`src/design/crcdf_pkg.sv`:
```
// ----------------------------------------------------------------------------
// crcdf_pkg
// Shared constants, types and functions of the CRC-32 frame deframer.
// ----------------------------------------------------------------------------
package crcdf_pkg;

  localparam int HEADER_BYTES = 28;
  localparam int FIXED_BYTES  = 12;
  localparam int NONCE_BYTES  = HEADER_BYTES - FIXED_BYTES;

  localparam logic [31:0] MAGIC_WORD = 32'h4C4D4350;
  localparam logic [31:0] CRC_INIT   = 32'hFFFF_FFFF;
  localparam logic [31:0] CRC_POLY   = 32'hEDB8_8320;

  localparam logic [7:0] VERSION_OK     = 8'h01;
  localparam logic [7:0] OPC_LOW_FIRST  = 8'h01;
  localparam logic [7:0] OPC_LOW_LAST   = 8'h06;
  localparam logic [7:0] OPC_HIGH_FIRST = 8'h81;
  localparam logic [7:0] OPC_HIGH_LAST  = 8'h86;

  localparam logic [15:0] LIMIT_RESET = 16'd1024;

  // Byte positions inside the frame, counted from the first magic byte.
  localparam logic [15:0] POS_VERSION  = 16'd4;
  localparam logic [15:0] POS_OPCODE   = 16'd5;
  localparam logic [15:0] POS_LEN_LO   = 16'd6;
  localparam logic [15:0] POS_LEN_HI   = 16'd7;
  localparam logic [15:0] POS_REQ_LAST = 16'(FIXED_BYTES - 1);
  localparam logic [15:0] NONCE_LAST   = 16'(NONCE_BYTES - 1);
  localparam logic [1:0]  TRAILER_LAST = 2'd3;
  localparam logic [1:0]  WINDOW_FULL  = 2'd3;

  localparam logic [2:0] EV_NONCE    = 3'd0;
  localparam logic [2:0] EV_PAYLOAD  = 3'd1;
  localparam logic [2:0] EV_GOOD     = 3'd2;
  localparam logic [2:0] EV_DROP     = 3'd3;
  localparam logic [2:0] EV_BAD_HDR  = 3'd4;
  localparam logic [2:0] EV_BAD_CRC  = 3'd5;

  typedef enum logic [4:0] {
    PH_HUNT    = 5'b00001,
    PH_HEADER  = 5'b00010,
    PH_NONCE   = 5'b00100,
    PH_PAYLOAD = 5'b01000,
    PH_TRAILER = 5'b10000
  } phase_t;

  typedef struct packed {
    logic       valid;
    logic [7:0] data;
  } stage_t;

  typedef struct packed {
    logic [2:0]  kind;
    logic [7:0]  data;
    logic [15:0] offset;
    logic [7:0]  opcode;
    logic [15:0] length;
    logic [31:0] request;
  } event_t;

  // Reflected CRC-32 update by one byte, LSB first.
  function automatic logic [31:0] crc_byte(input logic [31:0] crc_in, input logic [7:0] b);
    logic [31:0] c;
    c = crc_in ^ {24'd0, b};
    for (int k = 0; k < 8; k++) begin
      c = c[0] ? ((c >> 1) ^ CRC_POLY) : (c >> 1);
    end
    return c;
  endfunction

  function automatic logic opcode_ok(input logic [7:0] op);
    return ((op >= OPC_LOW_FIRST) && (op <= OPC_LOW_LAST)) ||
           ((op >= OPC_HIGH_FIRST) && (op <= OPC_HIGH_LAST));
  endfunction

  // CRC state after the four magic bytes, folded at elaboration.
  localparam logic [31:0] MAGIC_CRC =
    crc_byte(crc_byte(crc_byte(crc_byte(CRC_INIT, MAGIC_WORD[31:24]),
      MAGIC_WORD[23:16]), MAGIC_WORD[15:8]), MAGIC_WORD[7:0]);

endpackage

```
`src/design/crcdf_if.sv`:
```
// ----------------------------------------------------------------------------
// crcdf_if
// Valid/ready channel interfaces: byte input, event output, limit write.
// ----------------------------------------------------------------------------
interface crcdf_byte_if;
  logic       valid;
  logic       ready;
  logic [7:0] in_byte;
  modport source (output valid, output in_byte, input ready);
  modport sink (input valid, input in_byte, output ready);
endinterface

interface crcdf_event_if;
  logic        valid;
  logic        ready;
  logic [2:0]  event_kind;
  logic [7:0]  data_byte;
  logic [15:0] byte_offset;
  logic [7:0]  frame_opcode;
  logic [15:0] payload_length;
  logic [31:0] request_number;
  modport source (output valid, output event_kind, output data_byte, output byte_offset,
                  output frame_opcode, output payload_length, output request_number,
                  input ready);
  modport sink (input valid, input event_kind, input data_byte, input byte_offset,
                input frame_opcode, input payload_length, input request_number,
                output ready);
endinterface

interface crcdf_cfg_if;
  logic        valid;
  logic        ready;
  logic [15:0] payload_limit;
  modport source (output valid, output payload_limit, input ready);
  modport sink (input valid, input payload_limit, output ready);
endinterface

```
`src/design/crc32_frame_deframer.sv`:
```
// ----------------------------------------------------------------------------
// crc32_frame_deframer
// Byte-stream deframer: magic hunt, header check, CRC-32 trailer check.
// ----------------------------------------------------------------------------
// Usage:
//   byte_stream carries one received byte per transaction. event_stream
//   carries one event per transaction: a nonce or payload byte with its
//   offset, a dropped byte while hunting, or a frame verdict (good frame,
//   bad header, bad CRC) together with the header fields of the frame.
//   cfg writes the payload length limit; it is always ready and should be
//   written only while no byte is in flight.
// Timing:
//   One byte is taken per cycle while event_stream is not stalled. A byte is
//   parsed straight from the input register once the parser takes it; its
//   event, if any, is then held in the event output register. The CRC update
//   of a byte is one unrolled XOR network, which sets the one-byte-per-cycle rate.
// Reset:
//   Synchronous rst returns to hunting with an empty window, sets the CRC
//   to all ones, sets the limit to 1024 and empties both registers.
// Stalls:
//   While event_stream is stalled the pending event holds, one more byte
//   waits in the input register, and byte_stream then deasserts ready.
// ----------------------------------------------------------------------------
module crc32_frame_deframer (
  input logic            clk,
  input logic            rst,
  crcdf_byte_if.sink     byte_stream,
  crcdf_event_if.source  event_stream,
  crcdf_cfg_if.sink      cfg
);

  logic [15:0]       payload_limit;
  logic              take;
  crcdf_pkg::stage_t stage;

  assign cfg.ready = 1'b1;

  always_ff @(posedge clk) begin
    if (rst) begin
      payload_limit <= crcdf_pkg::LIMIT_RESET;
    end else if (cfg.valid && cfg.ready) begin
      payload_limit <= cfg.payload_limit;
    end
  end

  crcdf_in_reg u_in_reg (
    .clk         (clk),
    .rst         (rst),
    .byte_stream (byte_stream),
    .take        (take),
    .stage       (stage)
  );

  crcdf_parser u_parser (
    .clk           (clk),
    .rst           (rst),
    .stage         (stage),
    .take          (take),
    .payload_limit (payload_limit),
    .event_stream  (event_stream)
  );

endmodule

```
`src/design/crcdf_in_reg.sv`:
```
// ----------------------------------------------------------------------------
// crcdf_in_reg
// Input register: holds one received byte until the parser takes it.
// ----------------------------------------------------------------------------
module crcdf_in_reg (
  input  logic                 clk,
  input  logic                 rst,
  crcdf_byte_if.sink           byte_stream,
  input  logic                 take,
  output crcdf_pkg::stage_t    stage
);

  logic       held;
  logic [7:0] held_byte;

  // A new byte may enter whenever the slot is empty or drains this cycle.
  assign byte_stream.ready = !held || take;

  always_ff @(posedge clk) begin
    if (rst) begin
      held <= 1'b0;
    end else if (byte_stream.valid && byte_stream.ready) begin
      held <= 1'b1;
    end else if (take) begin
      held <= 1'b0;
    end
  end

  always_ff @(posedge clk) begin
    if (byte_stream.valid && byte_stream.ready) begin
      held_byte <= byte_stream.in_byte;
    end
  end

  assign stage.valid = held;
  assign stage.data  = held_byte;

endmodule

```
`src/design/crcdf_parser.sv`:
```
// ----------------------------------------------------------------------------
// crcdf_parser
// Frame state machine, CRC update and event output register.
// ----------------------------------------------------------------------------
module crcdf_parser (
  input  logic                 clk,
  input  logic                 rst,
  input  crcdf_pkg::stage_t    stage,
  output logic                 take,
  input  logic [15:0]          payload_limit,
  crcdf_event_if.source        event_stream
);

  crcdf_pkg::phase_t phase, phase_next;
  logic [31:0] window, window_next;
  logic [1:0]  fill, fill_next;
  logic [15:0] position_count, position_count_next;
  logic [31:0] crc, crc_next;
  logic [7:0]  hdr_version, hdr_version_next;
  logic [7:0]  hdr_opcode, hdr_opcode_next;
  logic [15:0] hdr_length, hdr_length_next;
  logic [31:0] hdr_request, hdr_request_next;
  logic [31:0] trailer, trailer_next;

  logic              out_valid;
  crcdf_pkg::event_t out_event;
  logic              res_valid;
  crcdf_pkg::event_t res;

  logic [7:0]  b;
  logic [31:0] crc_upd;
  logic [31:0] win_shift;
  logic [15:0] pos_inc;
  logic        hdr_bad;

  assign take      = stage.valid && (!out_valid || event_stream.ready);
  assign b         = stage.data;
  assign crc_upd   = crcdf_pkg::crc_byte(crc, b);
  assign win_shift = {window[23:0], b};
  assign pos_inc   = position_count + 16'd1;

  always_comb begin
    phase_next          = phase;
    window_next         = window;
    fill_next           = fill;
    position_count_next = position_count;
    crc_next            = crc;
    hdr_version_next    = hdr_version;
    hdr_opcode_next     = hdr_opcode;
    hdr_length_next     = hdr_length;
    hdr_request_next    = hdr_request;
    trailer_next        = trailer;
    hdr_bad             = 1'b0;
    res_valid           = 1'b0;
    res                 = '0;

    case (phase)
      crcdf_pkg::PH_HUNT: begin
        window_next = win_shift;
        if (fill != crcdf_pkg::WINDOW_FULL) begin
          fill_next = fill + 2'd1;
        end else if (win_shift == crcdf_pkg::MAGIC_WORD) begin
          crc_next            = crcdf_pkg::MAGIC_CRC;
          hdr_version_next    = '0;
          hdr_opcode_next     = '0;
          hdr_length_next     = '0;
          hdr_request_next    = '0;
          position_count_next = crcdf_pkg::POS_VERSION;
          phase_next          = crcdf_pkg::PH_HEADER;
        end else begin
          res_valid = 1'b1;
          res.kind  = crcdf_pkg::EV_DROP;
          res.data  = win_shift[31:24];
        end
      end

      crcdf_pkg::PH_HEADER: begin
        crc_next = crc_upd;
        if (position_count == crcdf_pkg::POS_VERSION) begin
          hdr_version_next = b;
        end else if (position_count == crcdf_pkg::POS_OPCODE) begin
          hdr_opcode_next = b;
        end else if (position_count == crcdf_pkg::POS_LEN_LO) begin
          hdr_length_next = {8'd0, b};
        end else if (position_count == crcdf_pkg::POS_LEN_HI) begin
          hdr_length_next = {b, hdr_length[7:0]};
        end else begin
          // Request id bytes arrive little-endian at positions 8 to 11.
          case (position_count[1:0])
            2'd0:    hdr_request_next[7:0]   = b;
            2'd1:    hdr_request_next[15:8]  = b;
            2'd2:    hdr_request_next[23:16] = b;
            default: hdr_request_next[31:24] = b;
          endcase
        end

        if (position_count != crcdf_pkg::POS_REQ_LAST) begin
          position_count_next = pos_inc;
        end else begin
          hdr_bad = (hdr_version != crcdf_pkg::VERSION_OK) ||
                    !crcdf_pkg::opcode_ok(hdr_opcode) ||
                    (hdr_request_next == 32'd0) ||
                    (hdr_length > payload_limit);
          if (hdr_bad) begin
            res_valid   = 1'b1;
            res.kind    = crcdf_pkg::EV_BAD_HDR;
            res.opcode  = hdr_opcode;
            res.length  = hdr_length;
            res.request = hdr_request_next;
            phase_next          = crcdf_pkg::PH_HUNT;
            window_next         = '0;
            fill_next           = '0;
            position_count_next = '0;
            crc_next            = crcdf_pkg::CRC_INIT;
          end else begin
            position_count_next = '0;
            phase_next          = crcdf_pkg::PH_NONCE;
          end
        end
      end

      crcdf_pkg::PH_NONCE: begin
        crc_next    = crc_upd;
        res_valid   = 1'b1;
        res.kind    = crcdf_pkg::EV_NONCE;
        res.data    = b;
        res.offset  = position_count;
        res.opcode  = hdr_opcode;
        res.length  = hdr_length;
        res.request = hdr_request;
        if (position_count != crcdf_pkg::NONCE_LAST) begin
          position_count_next = pos_inc;
        end else begin
          position_count_next = '0;
          trailer_next        = '0;
          phase_next = (hdr_length == 16'd0) ? crcdf_pkg::PH_TRAILER : crcdf_pkg::PH_PAYLOAD;
        end
      end

      crcdf_pkg::PH_PAYLOAD: begin
        crc_next    = crc_upd;
        res_valid   = 1'b1;
        res.kind    = crcdf_pkg::EV_PAYLOAD;
        res.data    = b;
        res.offset  = position_count;
        res.opcode  = hdr_opcode;
        res.length  = hdr_length;
        res.request = hdr_request;
        if (pos_inc < hdr_length) begin
          position_count_next = pos_inc;
        end else begin
          position_count_next = '0;
          trailer_next        = '0;
          phase_next          = crcdf_pkg::PH_TRAILER;
        end
      end

      crcdf_pkg::PH_TRAILER: begin
        case (position_count[1:0])
          2'd0:    trailer_next[7:0]   = b;
          2'd1:    trailer_next[15:8]  = b;
          2'd2:    trailer_next[23:16] = b;
          default: trailer_next[31:24] = b;
        endcase
        if (position_count[1:0] != crcdf_pkg::TRAILER_LAST) begin
          position_count_next = pos_inc;
        end else begin
          res_valid   = 1'b1;
          res.kind    = (trailer_next == ~crc) ? crcdf_pkg::EV_GOOD : crcdf_pkg::EV_BAD_CRC;
          res.opcode  = hdr_opcode;
          res.length  = hdr_length;
          res.request = hdr_request;
          phase_next          = crcdf_pkg::PH_HUNT;
          window_next         = '0;
          fill_next           = '0;
          position_count_next = '0;
          crc_next            = crcdf_pkg::CRC_INIT;
        end
      end

      default: begin
        phase_next          = crcdf_pkg::PH_HUNT;
        window_next         = '0;
        fill_next           = '0;
        position_count_next = '0;
        crc_next            = crcdf_pkg::CRC_INIT;
      end
    endcase
  end

  always_ff @(posedge clk) begin
    if (rst) begin
      phase          <= crcdf_pkg::PH_HUNT;
      window         <= '0;
      fill           <= '0;
      position_count <= '0;
      crc            <= crcdf_pkg::CRC_INIT;
    end else if (take) begin
      phase          <= phase_next;
      window         <= window_next;
      fill           <= fill_next;
      position_count <= position_count_next;
      crc            <= crc_next;
    end
  end

  // Header and trailer fields are always written before they are read.
  always_ff @(posedge clk) begin
    if (take) begin
      hdr_version <= hdr_version_next;
      hdr_opcode  <= hdr_opcode_next;
      hdr_length  <= hdr_length_next;
      hdr_request <= hdr_request_next;
      trailer     <= trailer_next;
    end
  end

  always_ff @(posedge clk) begin
    if (rst) begin
      out_valid <= 1'b0;
    end else if (take && res_valid) begin
      out_valid <= 1'b1;
    end else if (event_stream.ready) begin
      out_valid <= 1'b0;
    end
  end

  always_ff @(posedge clk) begin
    if (take && res_valid) begin
      out_event <= res;
    end
  end

  assign event_stream.valid          = out_valid;
  assign event_stream.event_kind     = out_event.kind;
  assign event_stream.data_byte      = out_event.data;
  assign event_stream.byte_offset    = out_event.offset;
  assign event_stream.frame_opcode   = out_event.opcode;
  assign event_stream.payload_length = out_event.length;
  assign event_stream.request_number = out_event.request;

  a_header_pos: assert property (@(posedge clk) disable iff (rst)
    (phase == crcdf_pkg::PH_HEADER) |->
      (position_count >= crcdf_pkg::POS_VERSION) && (position_count <= crcdf_pkg::POS_REQ_LAST))
    else $error("header position out of range");

  a_nonce_pos: assert property (@(posedge clk) disable iff (rst)
    (phase == crcdf_pkg::PH_NONCE) |-> (position_count <= crcdf_pkg::NONCE_LAST))
    else $error("nonce position out of range");

  a_payload_pos: assert property (@(posedge clk) disable iff (rst)
    (phase == crcdf_pkg::PH_PAYLOAD) |-> (position_count < hdr_length))
    else $error("payload position beyond declared length");

  a_trailer_pos: assert property (@(posedge clk) disable iff (rst)
    (phase == crcdf_pkg::PH_TRAILER) |-> (position_count[15:2] == 14'd0))
    else $error("trailer position out of range");

  a_recover: assert property (@(posedge clk) disable iff (rst)
    (take && res_valid && ((res.kind == crcdf_pkg::EV_BAD_HDR) ||
      (res.kind == crcdf_pkg::EV_GOOD) || (res.kind == crcdf_pkg::EV_BAD_CRC))) |=>
      ((phase == crcdf_pkg::PH_HUNT) && (fill == 2'd0) && (crc == crcdf_pkg::CRC_INIT)))
    else $error("frame end did not return to hunting");

endmodule

```
`src/flat_wrapper.sv`:
```
// flat-port wrapper written by rule: the top's interface ports become plain ports
module crc32_frame_deframer_flat 
  (clk, rst, byte_stream_valid, byte_stream_in_byte, byte_stream_ready, event_stream_valid, event_stream_event_kind, event_stream_data_byte, event_stream_byte_offset, event_stream_frame_opcode, event_stream_payload_length, event_stream_request_number, event_stream_ready, cfg_valid, cfg_payload_limit, cfg_ready);
  crcdf_byte_if byte_stream_i ();
  crcdf_event_if event_stream_i ();
  crcdf_cfg_if cfg_i ();
  input logic clk;
  input logic rst;
  input wire logic [$bits(byte_stream_i.valid)-1:0] byte_stream_valid;
  input wire logic [$bits(byte_stream_i.in_byte)-1:0] byte_stream_in_byte;
  output wire logic [$bits(byte_stream_i.ready)-1:0] byte_stream_ready;
  output wire logic [$bits(event_stream_i.valid)-1:0] event_stream_valid;
  output wire logic [$bits(event_stream_i.event_kind)-1:0] event_stream_event_kind;
  output wire logic [$bits(event_stream_i.data_byte)-1:0] event_stream_data_byte;
  output wire logic [$bits(event_stream_i.byte_offset)-1:0] event_stream_byte_offset;
  output wire logic [$bits(event_stream_i.frame_opcode)-1:0] event_stream_frame_opcode;
  output wire logic [$bits(event_stream_i.payload_length)-1:0] event_stream_payload_length;
  output wire logic [$bits(event_stream_i.request_number)-1:0] event_stream_request_number;
  input wire logic [$bits(event_stream_i.ready)-1:0] event_stream_ready;
  input wire logic [$bits(cfg_i.valid)-1:0] cfg_valid;
  input wire logic [$bits(cfg_i.payload_limit)-1:0] cfg_payload_limit;
  output wire logic [$bits(cfg_i.ready)-1:0] cfg_ready;
  assign byte_stream_i.valid = byte_stream_valid;
  assign byte_stream_i.in_byte = byte_stream_in_byte;
  assign byte_stream_ready = byte_stream_i.ready;
  assign event_stream_valid = event_stream_i.valid;
  assign event_stream_event_kind = event_stream_i.event_kind;
  assign event_stream_data_byte = event_stream_i.data_byte;
  assign event_stream_byte_offset = event_stream_i.byte_offset;
  assign event_stream_frame_opcode = event_stream_i.frame_opcode;
  assign event_stream_payload_length = event_stream_i.payload_length;
  assign event_stream_request_number = event_stream_i.request_number;
  assign event_stream_i.ready = event_stream_ready;
  assign cfg_i.valid = cfg_valid;
  assign cfg_i.payload_limit = cfg_payload_limit;
  assign cfg_ready = cfg_i.ready;
  crc32_frame_deframer u_core (.clk(clk), .rst(rst), .byte_stream(byte_stream_i), .event_stream(event_stream_i), .cfg(cfg_i));
endmodule
```
`config.mk`:
```
export PLATFORM = sky130hd
export DESIGN_NAME = crc32_frame_deframer_flat
export DESIGN_NICKNAME = d
export VERILOG_FILES = /design/src/design/crcdf_pkg.sv /design/src/design/crcdf_if.sv /design/src/design/crc32_frame_deframer.sv /design/src/design/crcdf_in_reg.sv /design/src/design/crcdf_parser.sv /design/src/flat_wrapper.sv
export SDC_FILE = /design/constraint.sdc
export NUM_CORES = 1
export LEC_CHECK = 0
export BUFFER_PORTS_ARGS = -buffer_cell sky130_fd_sc_hd__buf_2
export CORE_MARGIN = 2
export CORE_UTILIZATION = 60
export DETAILED_ROUTE_END_ITERATION = 7
export MAX_ROUTING_LAYER = met4
export PLACE_DENSITY = 0.76
export SLEW_MARGIN = 20
export SYNTH_ARGS = -nofsm -noshare
export SYNTH_HDL_FRONTEND = slang
export SYNTH_SLANG_ARGS = --single-unit
```
`constraint.sdc`:
```
create_clock -name clk -period 23.5 [get_ports clk]
set_input_delay 2.35 -clock clk [delete_from_list [all_inputs] [get_ports clk]]
set_output_delay 2.35 -clock clk [all_outputs]
set_load 0.02 [all_outputs]
```
==> impl_metrics.py, run 1 <==
metrics = {
    "outcome": {
        "status": "finished clean",
    },
    "worst_setup_path": {
        "arrival_ns": 3.28,
        "slowest_delay_ns": 0.43,
        "path_max_fanout": 6,
        "worstPathRequired_ns": 21.15,
        "cp_cell_sequence": "buf_2 -> nor2b_1 -> nand2_1 -> buf_2",
        "cp_slowest_cell": "nor2b_1",
        "critPathMostFrequentCell": "buf_2",
        "end_kind": "primary output",
        "critPathKind": "input port to primary output",
        "startpoint_type": "input port",
    },
    "clock_network": {
        "root_buffer": "clkbuf_16",
        "htreeDepth": 1,
        "ctsResizeCount": 0,
        "clockBufferDepth": 3,
        "post_cts_buffers": 0,
        "clock-sinks": 284,
        "cts_tree": "done",
        "path_clk_slew_ns": 0.06,
        "hold_buffers": 0,
        "worstSkewPairLatency_ns": 0.55,
        "cts_buffers": 30,
    },
    "yosys": {
        "synth_compound_area_share_pct": 11.4,
        "synth_top_cells_by_area": "edfxtp_1 39%, dfxtp_1 14%, xnor2_1 5.3%",
        "synth-simple-area-share_pct": 16.7,
        "synth.top_cell.area_share_pct": 39.3,
        "synth_edf_count": 187,
        "synth_fp_nets": 1429,
        "synth_common_cells": "187 x edfxtp_1, 148 x nand2_1, 140 x nor2_1",
        "synthMuxAreaShare_pct": 4.98,
        "syn_inst": 1362,
        "synthXorXnorAreaFrac_pct": 6.77,
        "yosysMostFrequentCell": "edfxtp_1",
        "syn-cell-area_um2": 14300,
        "synth.distinct_cells": 68,
        "synth_top_family_by_area": "simple AND/OR/NAND/NOR gates",
        "synthAdderAreaFrac_pct": 3.33,
        "yosysWarnings": 0,
        "synth-seq-area-share_pct": 52.9,
        "syn_avg_cell_area_um2": 10.5,
        "ys_async_sr_fraction_pct": 0,
        "synth_top_cell_by_area": "edfxtp_1",
        "synth-seq-cells": 284,
        "synth_ff_type": "edfxtp_1",
    },
    "job": {
        "cap_violations": 0,
    },
    "sta": {
        "fin_crit_ns": 5.63,
        "worstMarginPinSlew_ns": 1.11,
        "relSlewSlack_pct": 25.4,
        "setup_viol": 0,
        "fmax_ghz": 0.178,
        "timing.hold.ws_ns": 0.470,
        "rsz0062_at_grt": "false",
        "fin_tns_setup_ns": 0,
        "timing.final.crit_share_pct": 23.9,
        "skew_ns": 0.0119,
        "setup_slack_ns": 17.87,
        "drv_slew": 0,
        "hold_viol_final": 0,
    },
    "die": {
        "die_w_um": 158,
        "core-area_um2": 23400,
        "start_util_pct": 61.0,
        "die_area_um2": 25000,
        "rows": 56,
        "die_h_um": 158,
        "io_pins": 115,
    },
    "detailed_routing": {
        "wl_um": 35600,
        "initialDrtViolationCount": 957,
        "viasPerCell": 6.14,
        "postRouteAntennaNets": 0,
        "highest_layer": "met4",
        "wl_per_cell_um": 19.8,
        "dr_wl_met2_um": 17100,
        "wl_met1_um": 14400,
        "drtPass1Iterations": 5,
        "route.met3.wl_um": 2690,
        "route.vias.total": 11000,
        "drc": 0,
    },
    "global_routing": {
        "grt_start_max_net_pins": 60,
        "antenna_found_initial": 0,
        "grt_remaining_overflow": 0,
        "grt_pass1_vias": 10500,
        "track_usage_pct": 29.2,
        "grt_pass1_wl_um": 55300,
    },
    "placed_design": {
        "dp_hpwl_um": 24100,
        "gp_congestion": 0.969,
        "dpl_worst_slack_ns": 17.93,
        "port_buffers": 113,
    },
    "cells_and_area": {
        "fill_cells": 1787,
        "final_util_pct": 68.9,
        "n_antenna_cell": 0,
        "nets": 1520,
        "drive_gt1_share_pct": 13.7,
        "syn_to_final_growth_pct": 12.9,
    },
    "min_path": {
        "hp-class": "flip-flop to flip-flop",
    },
    "power": {
        "p_leak_uw": 0.00579,
        "power.total_uw": 1070,
        "power.density_nw_per_um2": 66.1,
        "ir_drop_uv": 64.5,
    },
}
per-layer routing:
metal	vias up	global-route usage [%]
li1	5151	-
met5	-	-
met4	0	10.6
met2	491	47.8
met3	101	3.95
met1	5286	37.5
critical path, delay by kind of cell:
family	cells	cell delay (ns)
buf+inv	2	0.30
simple gates	2	0.62
metrics by stage:
step           cell area (µm²)  cells
5_1_grt                  16100   1796
3_5_place_dp             15100   1739
4_1_cts                  16100   1795
2_1_floorplan            14300   1362
6_report                 16100   1796
3_3_place_gp             15100   1739
sequential cells by signal (all words and copies together) (netlist names), 8 cells and up:
signal,cells
u_core.payload_limit,16
u_core.u_parser.trailer,32
u_core.u_parser.hdr_request,32
u_core.u_parser.event_stream.frame_opcode,8
u_core.u_parser.event_stream.byte_offset,16
u_core.u_parser.event_stream.payload_length,16
u_core.u_in_reg.held_byte,8
u_core.u_parser.hdr_opcode,8
u_core.u_parser.hdr_length,16
u_core.u_parser.hdr_version,8
u_core.u_parser.window,24
u_core.u_parser.event_stream.data_byte,8
u_core.u_parser.crc,32
u_core.u_parser.event_stream.request_number,32
u_core.u_parser.position_count,16
cells in the final DEF (no fill, tap or decap), types with 5 or more instances in the layout:
master     synthesis  final
nand4_1           29     29
and2_1             7      7
o2bb2ai_1         31     31
clkbuf_16          0     31
o211ai_1           7      7
a211oi_1           6      6
a22o_1            10     10
inv_1             51     51
clkinv_2           0      7
mux2i_1           71     71
a21o_1             8      8
nand3_1           42     42
and3_1            13     13
a41oi_1           16     16
o32a_1             9      9
nand2b_1          10     10
nor4b_1            5      5
o21a_1             5      5
clkbuf_1          59      6
ha_1              38     38
or4_1              5      5
nand2_1          148    148
o21ai_0           36     35
a31oi_1           17     17
xnor2_1           87     87
or3_1              5      5
nor2b_1           28     28
dfxtp_1           97     97
nor2_1           140    139
xor2_1            19     19
a21oi_1           56     56
edfxtp_1         187    187
buf_4              3     25
nor3_1            17     17
nor4_1            27     27
buf_2             10    113
area by class of cell:
class                           instances  area [µm²]  area share (%)
Clock inverter                         17         140           0.869
Clock buffer                           39         826            5.12
Sequential cell                       284        7560            46.9
Tap cell                              319         399            2.48
Timing Repair Buffer                  139         768            4.77
Inverter                               51         191            1.19
Multi-Input combinational cell        947        6240            38.7
cell families after synthesis:
logic type      after synthesis
compound gates              233
xor+xnor                    108
fa+ha+maj                    38
buf+inv                     131
flops                       284
mux                          71
other cells                   1
simple gates                496
report_power, final:
group | leakage [µW] | internal, µW | switching [µW]
combinational | 0.00273 | 29.8 | 42.4
sequential | 0.00259 | 531 | 2.45
clock | 0.000475 | 269 | 191
total | 0.00579 | 829 | 236
worst paths after layout:
| path | cells past startpoint | slack [ns] | startpoint | to |
|---|---|---|---|---|
| worst max-delay path | 4 | 17.87 | event_stream_ready | byte_stream_ready |
| worst min-delay path | 2 | 0.47 | u_core.u_parser.window[1] | u_core.u_parser.window[1] |
| worst max register to register | 9 | 18.58 | u_core.u_parser.position_count[0] | u_core.u_parser.event_stream.request_number[30] |
| worst min register to register | 2 | 0.47 | u_core.u_parser.window[1] | u_core.u_parser.window[1] |
Power figures use the tool's default switching activity.
==> inputs of run 2 (changes only) <==
clock period = 5.5 ns   (was 23.5 ns; I/O delays follow)
==> impl_metrics.py, run 2 (same netlist as run 1, synthesis figures left out) <==
metrics = {
    "outcome": {
        "status": "finished clean",
    },
    "power": {
        "p_int_uw": 3510,
        "power.density_nw_per_um2": 281,
        "p_sw_uw": 1020,
        "pwr-share-clk_pct": 42.9,
        "switching_share_pct": 22.5,
        "ir_drop_uv": 203,
        "seq_power_share_pct": 50.5,
        "combPwrFrac_pct": 6.6,
        "p_leak_uw": 0.00579,
    },
    "cells_and_area": {
        "drive_gt1_share_pct": 14.1,
        "nets": 1523,
        "most-common-layout-cells": "187 x edfxtp_1, 148 x nand2_1, 139 x nor2_1, 113 x buf_2, 97 x dfxtp_1",
        "syn_to_final_growth_pct": 13.0,
        "layout_commonest_cell": "edfxtp_1",
        "final_util_pct": 68.9,
        "n_antenna_cell": 0,
    },
    "worst_setup_path": {
        "crit_family": "simple AND/OR/NAND/NOR gates",
        "regToRegStartpoint": "u_core.u_parser.position_count[0]",
        "end_kind": "flip-flop",
        "cp_slowest_cell": "or4_1",
        "worstPathRequired_ns": 5.71,
        "setup.worst_path.end": "u_core.u_parser.trailer[30]",
        "slowest_delay_ns": 0.61,
        "arrival_ns": 4.62,
        "startpoint_type": "flip-flop",
        "cp_cell_sequence": "ha_1 -> nand2_1 -> or4_1 -> or2_2 -> nor2_1 -> xor2_1 -> ha_1 -> nand4_1 -> a211o_1 -> a21oi_1 -> nor2_1 -> a2111oi_4 -> buf_4",
        "rr_endpoint": "u_core.u_parser.trailer[30]",
        "cp.buffers_inverters": 1,
        "ff2ff_setup_slack_ns": 1.09,
        "crit_start": "u_core.u_parser.position_count[0]",
        "cp.depth": 13,
        "critPathKind": "flip-flop to flip-flop",
        "path_max_fanout": 32,
        "worstRegToRegCells": 13,
    },
    "sta": {
        "hold_viol_final": 0,
        "fin_tns_setup_ns": 0,
        "fin_crit_ns": 4.41,
        "rsz0062_at_grt": "false",
        "worstMarginPinSlew_ns": 1.11,
        "drv_slew": 0,
        "relSlewSlack_pct": 26.2,
        "timing.final.crit_share_pct": 80.2,
        "fmax_ghz": 0.227,
        "setup_viol": 0,
        "skew_ns": 0.0163,
    },
    "min_path": {
        "hp-class": "input port to flip-flop",
    },
    "detailed_routing": {
        "drc": 0,
        "initialDrtViolationCount": 1037,
        "wl_per_cell_um": 20.3,
        "route.vias.total": 11100,
        "viasPerCell": 6.16,
        "postRouteAntennaNets": 0,
        "drtPass1Iterations": 5,
        "wl_um": 36500,
    },
    "job": {
        "cap_violations": 0,
    },
    "clock_network": {
        "cts_tree": "done",
        "path_clk_slew_ns": 0.06,
        "clockBufferDepth": 3,
        "clock-sinks": 284,
        "hold_buffers": 0,
        "root_buffer": "clkbuf_16",
        "post_cts_buffers": 0,
        "worstSkewPairLatency_ns": 0.57,
        "cts_buffers": 30,
        "htreeDepth": 1,
        "ctsResizeCount": 0,
    },
    "die": {
        "die_area_um2": 25000,
        "start_util_pct": 61.0,
        "die_h_um": 158,
        "die_w_um": 158,
        "core-area_um2": 23400,
        "io_pins": 115,
        "rows": 56,
    },
    "global_routing": {
        "grt_pass1_wl_um": 56400,
        "track_usage_pct": 29.9,
        "grt_start_max_net_pins": 59,
        "grt_pass1_vias": 10200,
        "grt_remaining_overflow": 0,
        "antenna_found_initial": 0,
    },
    "placed_design": {
        "dp_hpwl_um": 24800,
        "port_buffers": 113,
        "gp_congestion": 0.944,
    },
}
==> run 2: worst min-delay path by stage <==
stage | from | endpoint | slack (ns) | cells past startpoint
after floorplan | u_core.u_parser.window[19] | u_core.u_parser.window[19] | 0.44 | 2
after global placement | u_core.u_parser.window[9] | u_core.u_parser.window[9] | 0.46 | 2
after detailed placement | u_core.u_parser.window[6] | u_core.u_parser.window[6] | 0.46 | 2
after CTS | byte_stream_in_byte[5] | u_core.u_in_reg.held_byte[5] | 0.15 | 1
after global routing | byte_stream_in_byte[5] | u_core.u_in_reg.held_byte[5] | 0.15 | 1
final | byte_stream_in_byte[5] | u_core.u_in_reg.held_byte[5] | 0.16 | 1
==> run 2: cell type report <==
| type | instances | area [µm²] |
|---|---|---|
| fillers | 1829 | 7270 |
| flip-flops and latches | 284 | 7560 |
| well taps | 319 | 399 |
| multi-input cells | 947 | 6240 |
| clock inverters | 10 | 68.8 |
| inverters | 51 | 191 |
| clock buffers | 46 | 891 |
| repair buffers | 142 | 783 |
==> run 2: worst reg2reg max path, delay by kind of cell, from the launching register on <==
kind	cells	cell delay, ns
compound gates	3	0.80
xor+xnor	1	0.11
fa+ha+maj	2	0.77
buf+inv	1	0.43
flops	1	0.47
simple gates	6	1.45
==> run 2: metrics by stage <==
| step | hold slack (ns) | worst slack (ns) | total power (µW) | cells | cell area, µm² |
|---|---|---|---|---|---|
| finish | 0.164 | 1.09 | 4530 | 1799 | 16100 |
| global route | 0.147 | 0.849 | 4660 | 1799 | 16100 |
| CTS | 0.153 | 1.14 | 4540 | 1799 | 16100 |
| detailed placement | 0.461 | 1.16 | 2620 | 1743 | 15200 |
| global placement | 0.457 | 1.23 | 2620 | 1743 | 15200 |
| floorplan | 0.443 | 0.0194 | 2550 | 1362 | 14300 |
==> run 2: routing by layer <==
metal,GRT usage (%),up-vias,part of all wire (%)
met5,-,-,0
met4,9.22,0,3.1
met3,4.57,93,7.9
met2,47.4,520,47
met1,40.1,5314,42
li1,-,5150,-
==> run 2: power groups by stage <==
stage	registers [µW]	logic, µW	clock network [µW]
5_1_grt	2290	323	2050
3_3_place_gp	2330	288	0
6_report	2290	300	1940
3_5_place_dp	2330	292	0
2_1_floorplan	2320	223	0
4_1_cts	2280	295	1960
==> inputs of run 3 (changes only) <==
ABC_AREA = 1   (was unset)
clock period = 4.25 ns   (was 5.5 ns; I/O delays follow)
==> impl_metrics.py, run 3 <==
metrics = {
    "clock_network": {
        "post_cts_buffers": 0,
        "clockBufferDepth": 3,
        "root_buffer": "clkbuf_16",
        "clock-sinks": 284,
        "ctsResizeCount": 0,
        "worstSkewPairLatency_ns": 0.56,
        "hold_buffers": 0,
        "htreeDepth": 1,
        "path_clk_slew_ns": 0.07,
        "cts_buffers": 29,
        "cts_tree": "done",
    },
    "worst_setup_path": {
        "cp_slowest_cell": "dfxtp_1",
        "rr_endpoint": "u_core.u_parser.phase[0]",
        "critPathMostFrequentCell": "nand2_1",
        "arrival_ns": 4.18,
        "critPathKind": "flip-flop to flip-flop",
        "ff2ff_setup_slack_ns": 0.50,
        "cp.buffers_inverters": 3,
        "path_max_fanout": 6,
        "crit_family": "simple AND/OR/NAND/NOR gates",
        "end_kind": "flip-flop",
        "worstRegToRegCells": 21,
        "cp_cell_sequence": "ha_1 -> inv_1 -> nor3_1 -> buf_4 -> nand2_1 -> nor3_2 -> nand2_1 -> nor2_1 -> nand3_1 -> nor3_1 -> xor2_1 -> ha_1 -> nand2_1 -> nor2_1 -> o211ai_1 -> nand3_1 -> nand2_1 -> nor2_2 -> inv_1 -> a21oi_1 -> o21ai_0",
        "slowest_delay_ns": 0.41,
        "startpoint_type": "flip-flop",
        "worstPathRequired_ns": 4.68,
        "regToRegStartpoint": "u_core.u_parser.position_count[0]",
    },
    "sta": {
        "setup_slack_ns": 0.502,
        "drv_slew": 0,
        "fmax_ghz": 0.267,
        "skew_ns": 0.0112,
        "fin_crit_ns": 3.75,
        "rsz0062_at_grt": "false",
        "setup_viol": 0,
        "hold_viol_final": 0,
        "timing.final.crit_share_pct": 88.2,
        "fin_tns_setup_ns": 0,
        "timing.hold.ws_ns": 0.0436,
        "relSlewSlack_pct": 42.4,
        "worstMarginPinSlew_ns": 0.865,
    },
    "detailed_routing": {
        "drc": 0,
        "drtPass1Iterations": 6,
        "route.vias.total": 12400,
        "initialDrtViolationCount": 1602,
        "postRouteAntennaNets": 0,
        "viasPerCell": 5.68,
        "wl_per_cell_um": 17.6,
        "wl_um": 38400,
    },
    "power": {
        "combPwrFrac_pct": 6.4,
        "pwr-share-clk_pct": 44.7,
        "power.density_nw_per_um2": 365,
        "switching_share_pct": 22.5,
        "seq_power_share_pct": 48.9,
        "p_sw_uw": 1370,
        "ir_drop_uv": 533,
        "p_int_uw": 4730,
        "p_leak_uw": 0.00679,
    },
    "die": {
        "die_h_um": 161,
        "die_area_um2": 25800,
        "die_w_um": 161,
        "rows": 57,
        "start_util_pct": 60.8,
        "io_pins": 115,
        "core-area_um2": 24200,
    },
    "global_routing": {
        "track_usage_pct": 30.2,
        "grt_pass1_vias": 11100,
        "antenna_found_initial": 0,
        "grt_start_max_net_pins": 54,
        "grt_remaining_overflow": 0,
        "grt_pass1_wl_um": 59900,
    },
    "min_path": {
        "whs_path_depth": 1,
        "hp-class": "input port to flip-flop",
        "hold_start": "byte_stream_in_byte[0]",
        "hold-path-endpoint": "u_core.u_in_reg.held_byte[0]",
    },
    "placed_design": {
        "dpl_worst_slack_ns": 0.489,
        "port_buffers": 113,
        "gp_congestion": 0.980,
        "dp_hpwl_um": 27400,
    },
    "cells_and_area": {
        "drive_gt1_share_pct": 13.2,
        "syn_to_final_growth_pct": 13.5,
        "most-common-layout-cells": "367 x nand2_1, 210 x nor2_1, 189 x inv_1, 187 x edfxtp_1, 113 x buf_2",
        "regArea_um2": 7560,
        "final_util_pct": 69.0,
        "nets": 1894,
        "fill_cells": 1961,
        "multi_input_area_um2": 6120,
        "n_antenna_cell": 0,
        "layout_commonest_cell": "nand2_1",
    },
    "yosys": {
        "yosysMostFrequentCell": "nand2_1",
        "synth-seq-area-share_pct": 51.3,
        "synth_ff_type": "edfxtp_1",
        "synth_common_cells": "367 x nand2_1, 213 x nor2_1, 191 x inv_1",
        "synth_compound_area_share_pct": 10.5,
        "syn-cell-area_um2": 14700,
        "ys_async_sr_fraction_pct": 0,
        "syn_avg_cell_area_um2": 8.61,
        "yosysWarnings": 0,
        "synth-seq-cells": 284,
        "synth_top_cells_by_area": "edfxtp_1 38%, dfxtp_1 13%, nand2_1 9.3%",
        "synthAdderAreaFrac_pct": 3.22,
        "synth.top_cell.area_share_pct": 38.1,
        "synthMuxAreaShare_pct": 0,
        "synth_top_family_by_area": "simple AND/OR/NAND/NOR gates",
        "synth_edf_count": 187,
        "syn_inst": 1713,
        "synth_top_cell_by_area": "edfxtp_1",
        "synth-simple-area-share_pct": 21.2,
        "synth.distinct_cells": 49,
        "synth_fp_nets": 1780,
        "synthXorXnorAreaFrac_pct": 6.50,
    },
    "outcome": {
        "status": "finished clean",
    },
    "job": {
        "cap_violations": 0,
    },
}
[run 3: worst max path at each step]
stage	from	to	slack, ns	depth (start not counted)
final	u_core.u_parser.position_count[0]	u_core.u_parser.phase[0]	0.50	21
after global routing	u_core.u_parser.position_count[0]	u_core.u_parser.phase[0]	0.03	21
after CTS	u_core.u_parser.position_count[0]	u_core.u_parser.phase[0]	0.47	21
after detailed placement	u_core.u_parser.position_count[0]	u_core.u_parser.phase[4]	0.49	21
after global placement	u_core.u_parser.position_count[0]	u_core.u_parser.phase[0]	0.66	21
after floorplan	u_core.u_parser.position_count[0]	u_core.u_parser.event_stream.byte_offset[0]	0.51	20
[run 3: area by class of cell]
type                       instances  share of cell area, %
sequential                       284                   45.2
timing repair buffer             150                   5.19
clock inverter                    16                   1.33
inverter                         200                   4.52
tap                              324                   2.42
clock buffer                      38                   4.79
multi-input combinational       1162                   36.6
[run 3: metrics by stage]
stage	cell area (µm²)	power [µW]	cells
after CTS	16700	6100	2174
after detailed placement	15700	3420	2120
after global placement	15700	3410	2120
after floorplan	14800	3310	1713
after global routing	16700	6260	2174
final	16700	6100	2174
[run 3: logic make-up after synthesis]
kind of cell | Yosys count
compound gates | 284
xor+xnor | 106
fa+ha+maj | 38
buf+inv | 267
flops | 284
other cells | 1
simple gates | 733
[run 3: power groups by stage]
stage / clock (µW) / combinational, µW / sequential (µW)
after CTS: 2740 / 384 / 2980
after global routing: 2840 / 429 / 2990
final: 2730 / 388 / 2990
after detailed placement: 0 / 381 / 3040
after floorplan: 0 / 277 / 3030
after global placement: 0 / 372 / 3040
[run 3: layer usage]
| layer | wire length [µm] | GRT usage, % | vias up |
|---|---|---|---|
| li1 | - | - | 5924 |
| met1 | 16800 | 43.2 | 5728 |
| met2 | 16800 | 45.0 | 594 |
| met3 | 3520 | 4.52 | 107 |
| met4 | 1250 | 9.25 | 0 |
| met5 | 0 | - | - |
